<file path="config.mk">
export PLATFORM = sky130hd
export DESIGN_NAME = mlh_cell
export DESIGN_NICKNAME = d
export VERILOG_FILES = /design/src/sv/mlh_pkg.sv /design/src/sv/mlh_cell.sv
export SDC_FILE = /design/constraint.sdc
export NUM_CORES = 2
export LEC_CHECK = 0
export ABC_AREA = 1
export BUFFER_PORTS_ARGS = -buffer_cell sky130_fd_sc_hd__buf_2
export CORE_AREA = 2 2 217 262
export CTS_CLUSTER_SIZE = 25
export DETAILED_ROUTE_END_ITERATION = 8
export DIE_AREA = 0 0 219 264
export MAX_ROUTING_LAYER = met4
export PLACE_DENSITY_LB_ADDON = 0.15
export SLEW_MARGIN = 0
export SYNTH_ARGS = -nofsm -noshare
export SYNTH_HDL_FRONTEND = slang
export SYNTH_SLANG_ARGS = --single-unit
</file>
<file path="constraint.sdc">
create_clock -name i_clk -period 23.1 [get_ports i_clk]
set_clock_uncertainty 0.1 [all_clocks]
set_input_delay 1.155 -clock i_clk [delete_from_list [all_inputs] [get_ports i_clk]]
set_output_delay 1.155 -clock i_clk [all_outputs]
set_load 0.02 [all_outputs]
</file>
<file path="src/sv/mlh_pkg.sv">
// Package for the line hull max query block: sizes, codes, item and link types.
`default_nettype none
package mlh_pkg;
    localparam int HULL_DEPTH = 1024;
    localparam int ADDR_W     = $clog2(HULL_DEPTH);
    localparam int CNT_W      = $clog2(HULL_DEPTH + 1);
    localparam int OPD_W      = 25;
    localparam int PROD_W     = 2 * OPD_W;
    localparam int ACC_W      = 76;
    localparam int HALF_SH    = 24;
    localparam int N_CELLS    = 4;

    typedef enum logic [1:0] {
        ACT_ADD   = 2'd0,
        ACT_QUERY = 2'd1,
        ACT_CLEAR = 2'd2,
        ACT_NONE  = 2'd3
    } t_action;

    typedef enum logic [3:0] {
        S_IDLE, S_ARD1, S_ARD2, S_ACALC, S_AWAIT, S_AWR,
        S_QCHK, S_QRD2, S_QCALC, S_QWAIT, S_QFRD, S_QFCALC, S_QFWAIT, S_OUT
    } t_state;

    typedef struct packed {
        logic [1:0]         action;
        logic signed [23:0] slope;
        logic signed [47:0] intercept;
        logic signed [23:0] query_x;
    } t_in_item;

    typedef struct packed {
        logic signed [63:0] max_value;
        logic               hull_empty;
        logic               add_dropped;
    } t_out_item;

    // partial sum passed from cell to cell
    typedef struct packed {
        logic                    valid;
        logic signed [ACC_W-1:0] acc;
    } t_link;

    // per-cell product term: +/- a*b, optionally shifted up by HALF_SH
    typedef struct packed {
        logic signed [OPD_W-1:0] a;
        logic signed [OPD_W-1:0] b;
        logic                    sh;
        logic                    neg;
    } t_op;
endpackage
`default_nettype wire

</file>
<file path="src/sv/mlh_cell.sv">
// One multiply-accumulate cell of the cross product / line value chain.
`default_nettype none
module mlh_cell
    import mlh_pkg::*;
(
    input  wire logic  i_clk,
    input  wire logic  i_rst_n,
    input  wire t_link i_link,
    input  wire t_op   i_op,
    output t_link      o_link
);
    logic signed [PROD_W-1:0] prod;
    logic signed [ACC_W-1:0]  term;
    logic signed [ACC_W-1:0]  term_sh;
    t_link r_link;

    always_comb begin
        prod    = i_op.a * i_op.b;
        term    = {{(ACC_W-PROD_W){prod[PROD_W-1]}}, prod};
        term_sh = i_op.sh ? (term <<< HALF_SH) : term;
    end

    always_ff @(posedge i_clk) begin
        if (!i_rst_n) begin
            r_link.valid <= 1'b0;
        end else begin
            r_link.valid <= i_link.valid;
        end
        r_link.acc <= i_op.neg ? (i_link.acc - term_sh) : (i_link.acc + term_sh);
    end

    assign o_link = r_link;
endmodule
`default_nettype wire

</file>
==> out/metrics.yaml <==
routing:
  drt-pass1-iter-count: 6
  drc: 0
  wirelength_mm: 108.9
  drt-initial-drc-count: 2267
  ant_nets: 0
  avgViaCountPerCell: 5.412
  vias: 31700
  wl_per_cell_um: 18.60
timing:
  setup_tns_ns: 0
  fin_crit_ns: 11.92
  fmax_ghz: 0.08392
  setup_viol: 0
  min_period_over_period: 0.5158
  slew_violations: 0
  slew_headroom: 0.4019
  finalHoldViolCount: 0
  rsz0062_at_grt: "false"
  worst_pin_slew_ns: 0.8939
layout:
  largest_register_ff_count: 77
  layout.nets: 6130
  layout-drive-gt1-share: 0.06474
  fillers: 5019
  syn_to_final_growth_pct: 4.448
synthesis:
  synthArstFlopShare: 0
  ys.flop_type: "dfxtp_1"
  synth_seq_cells: 77
  synth_nets: 6082
  synth_area_sq_um: 35100
  ys_warn_count: 0
  synth_cell_type_count: 49
  netlist_instances: 5075
  yosysSeqAreaShare: 0.04391
  synth_edf_count: 0
  syn_avg_cell_area_sq_um: 6.917
place:
  portBuffers: 207
  dp_hpwl_mm: 93.48
  gp_congestion: 1.100
cts:
  cts_setup_buffers: 0
  cts_buffers: 9
  cts_tree: "built"
  clk_pin_slew_ns: 0.07
  cts_resized: 0
  clock_path_buffers: 2
  ctsHoldBuffers: 0
  htreeDepth: 3
  root_buffer: "clkbuf_16"
  clock_sink_count: 77
flow_run:
  drv_cap: 0
worst_hold_path:
  hold_class: "input pin to register"
worst_setup_path:
  crit_slowest_cell: "fa_1"
  crit_path_end: "o_link[75]$_DFF_P_"
  criticalPathCategory: "input pin to register"
  critPathRequiredTime_ns: 23.31
  crit_path_start: "i_op[3]"
  worstPathArrival_ns: 12.13
  end_kind: "register"
  slowest_delay_ns: 0.77
  path_common_cell: "nand2_1"
  crit_path_start_kind: "input pin"
  cp_max_fo: 43
floorplanning:
  start_util: 0.6338
  die-area_sq_um: 57820
  placementRows: 95
  die_w_um: 219
  die_h_um: 264
  core_sq_um: 55390
  io_pins: 208
global_route:
  grt_pass1_vias: 32950
  grt_usage: 0.4012
  grt_pass1_wl_mm: 173.4
  grt_overflow: 0
  antenna_found_initial: 2
  grt_max_degree: 60
outcome:
  status: "finished, final reports clean"
-- kinds of logic after synthesis --
kind of cell | count (synthesis) | synth area share
xor+xnor | 145 | 0.03618
compound gates | 333 | 0.05311
fa+ha+maj | 876 | 0.4531
buf+inv | 1532 | 0.1649
flops | 77 | 0.04391
simple gates | 2112 | 0.2488
-- metrics by stage --
stage / utilization / hold WS [ns] / instances / cell area [sq um] / setup slack (ns)
after floorplan: - / 1.148 / 5075 / 35100 / 13.16
after global placement: 0.6571 / 1.234 / 5839 / 36400 / 10.93
after detailed placement: 0.6571 / 1.239 / 5839 / 36400 / 10.93
after CTS: 0.6619 / 0.8783 / 5855 / 36660 / 11.24
after global routing: 0.6619 / 0.8874 / 5856 / 36660 / 10.38
final: 0.6620 / 0.8803 / 5857 / 36670 / 11.18
-- cell usage in the layout (no fill, tap or decap), types with 12 or more instances in the layout --
master    instances
nand2_2          25
nand3b_1         12
nor2_1          326
buf_2           207
nor2_2           28
xor2_1           91
nand3_1         176
dfxtp_1          77
nand4_1          50
ha_1            217
o21ai_0          75
nand3_2          15
fa_1            659
a31oi_1          37
o21bai_1         13
xnor2_1          54
inv_1          1346
nand2_1        1429
nor3_1           17
a21oi_1         169
-- cells in the mapped netlist (all sizes together), types with 2 or more instances --
library cell,n,share of area
nand2,1454,0.16
inv,1353,0.14
fa,659,0.38
nor2,363,0.043
ha,217,0.077
nand3,191,0.029
a21oi,172,0.025
clkbuf,160,0.017
xor2,91,0.023
o21ai,81,0.012
dfxtp,77,0.044
xnor2,54,0.013
nand4,53,0.010
a31oi,38,0.0070
nor3,19,0.0030
buf,16,0.0027
o21bai,13,0.0028
nand3b,12,0.0026
or2,11,0.0020
o21a,9,0.0019
a21o,6,0.0013
nor4,6,0.0011
o211ai,6,0.0013
a211oi,3,0.00064
clkinv,3,0.00032
nor3b,2,0.00043
o221ai,2,0.00050
-- layer usage --
metal,up-vias,share of wire,GRT usage
met3,335,0.067,0.04191
met4,0,0.068,0.2347
met1,15140,0.37,0.4627
met2,1364,0.49,0.6773
met5,-,0,-
li1,14860,-,-
-- critical path: cells and delay by family --
family / cells / cell delay (ns)
AO/OA/AOI/OAI: 2 / 0.34
AND/OR/NAND/NOR: 25 / 4.02
adder cells (fa/ha/maj): 9 / 4.65
buffers and inverters: 9 / 1.69
XOR/XNOR: 1 / 0.22
-- cell type report --
class	count	area (sq um)	share of cell area
tap	727	909.6	0.02481
multi-input combinational	3466	27780	0.7575
timing repair buffer	213	1081	0.02948
antenna	2	5.005	0.0001365
sequential	77	1541	0.04204
inverter	1356	5092	0.1389
clock inverter	4	25.02	0.0006825
clock buffer	12	236.5	0.006449
-- worst min path at each step --
stage / from / endpoint / depth (start not counted)
after floorplan: i_link[76] / o_link[76]$_SDFF_PN0_ / 2
after global placement: i_link[76] / o_link[76]$_SDFF_PN0_ / 3
after detailed placement: i_link[76] / o_link[76]$_SDFF_PN0_ / 3
after CTS: i_link[76] / o_link[76]$_SDFF_PN0_ / 3
after global routing: i_link[76] / o_link[76]$_SDFF_PN0_ / 3
final: i_link[76] / o_link[76]$_SDFF_PN0_ / 3
Power is not shown: default switching activity piles up to over one toggle a cycle in this logic, so the estimate is an artifact.
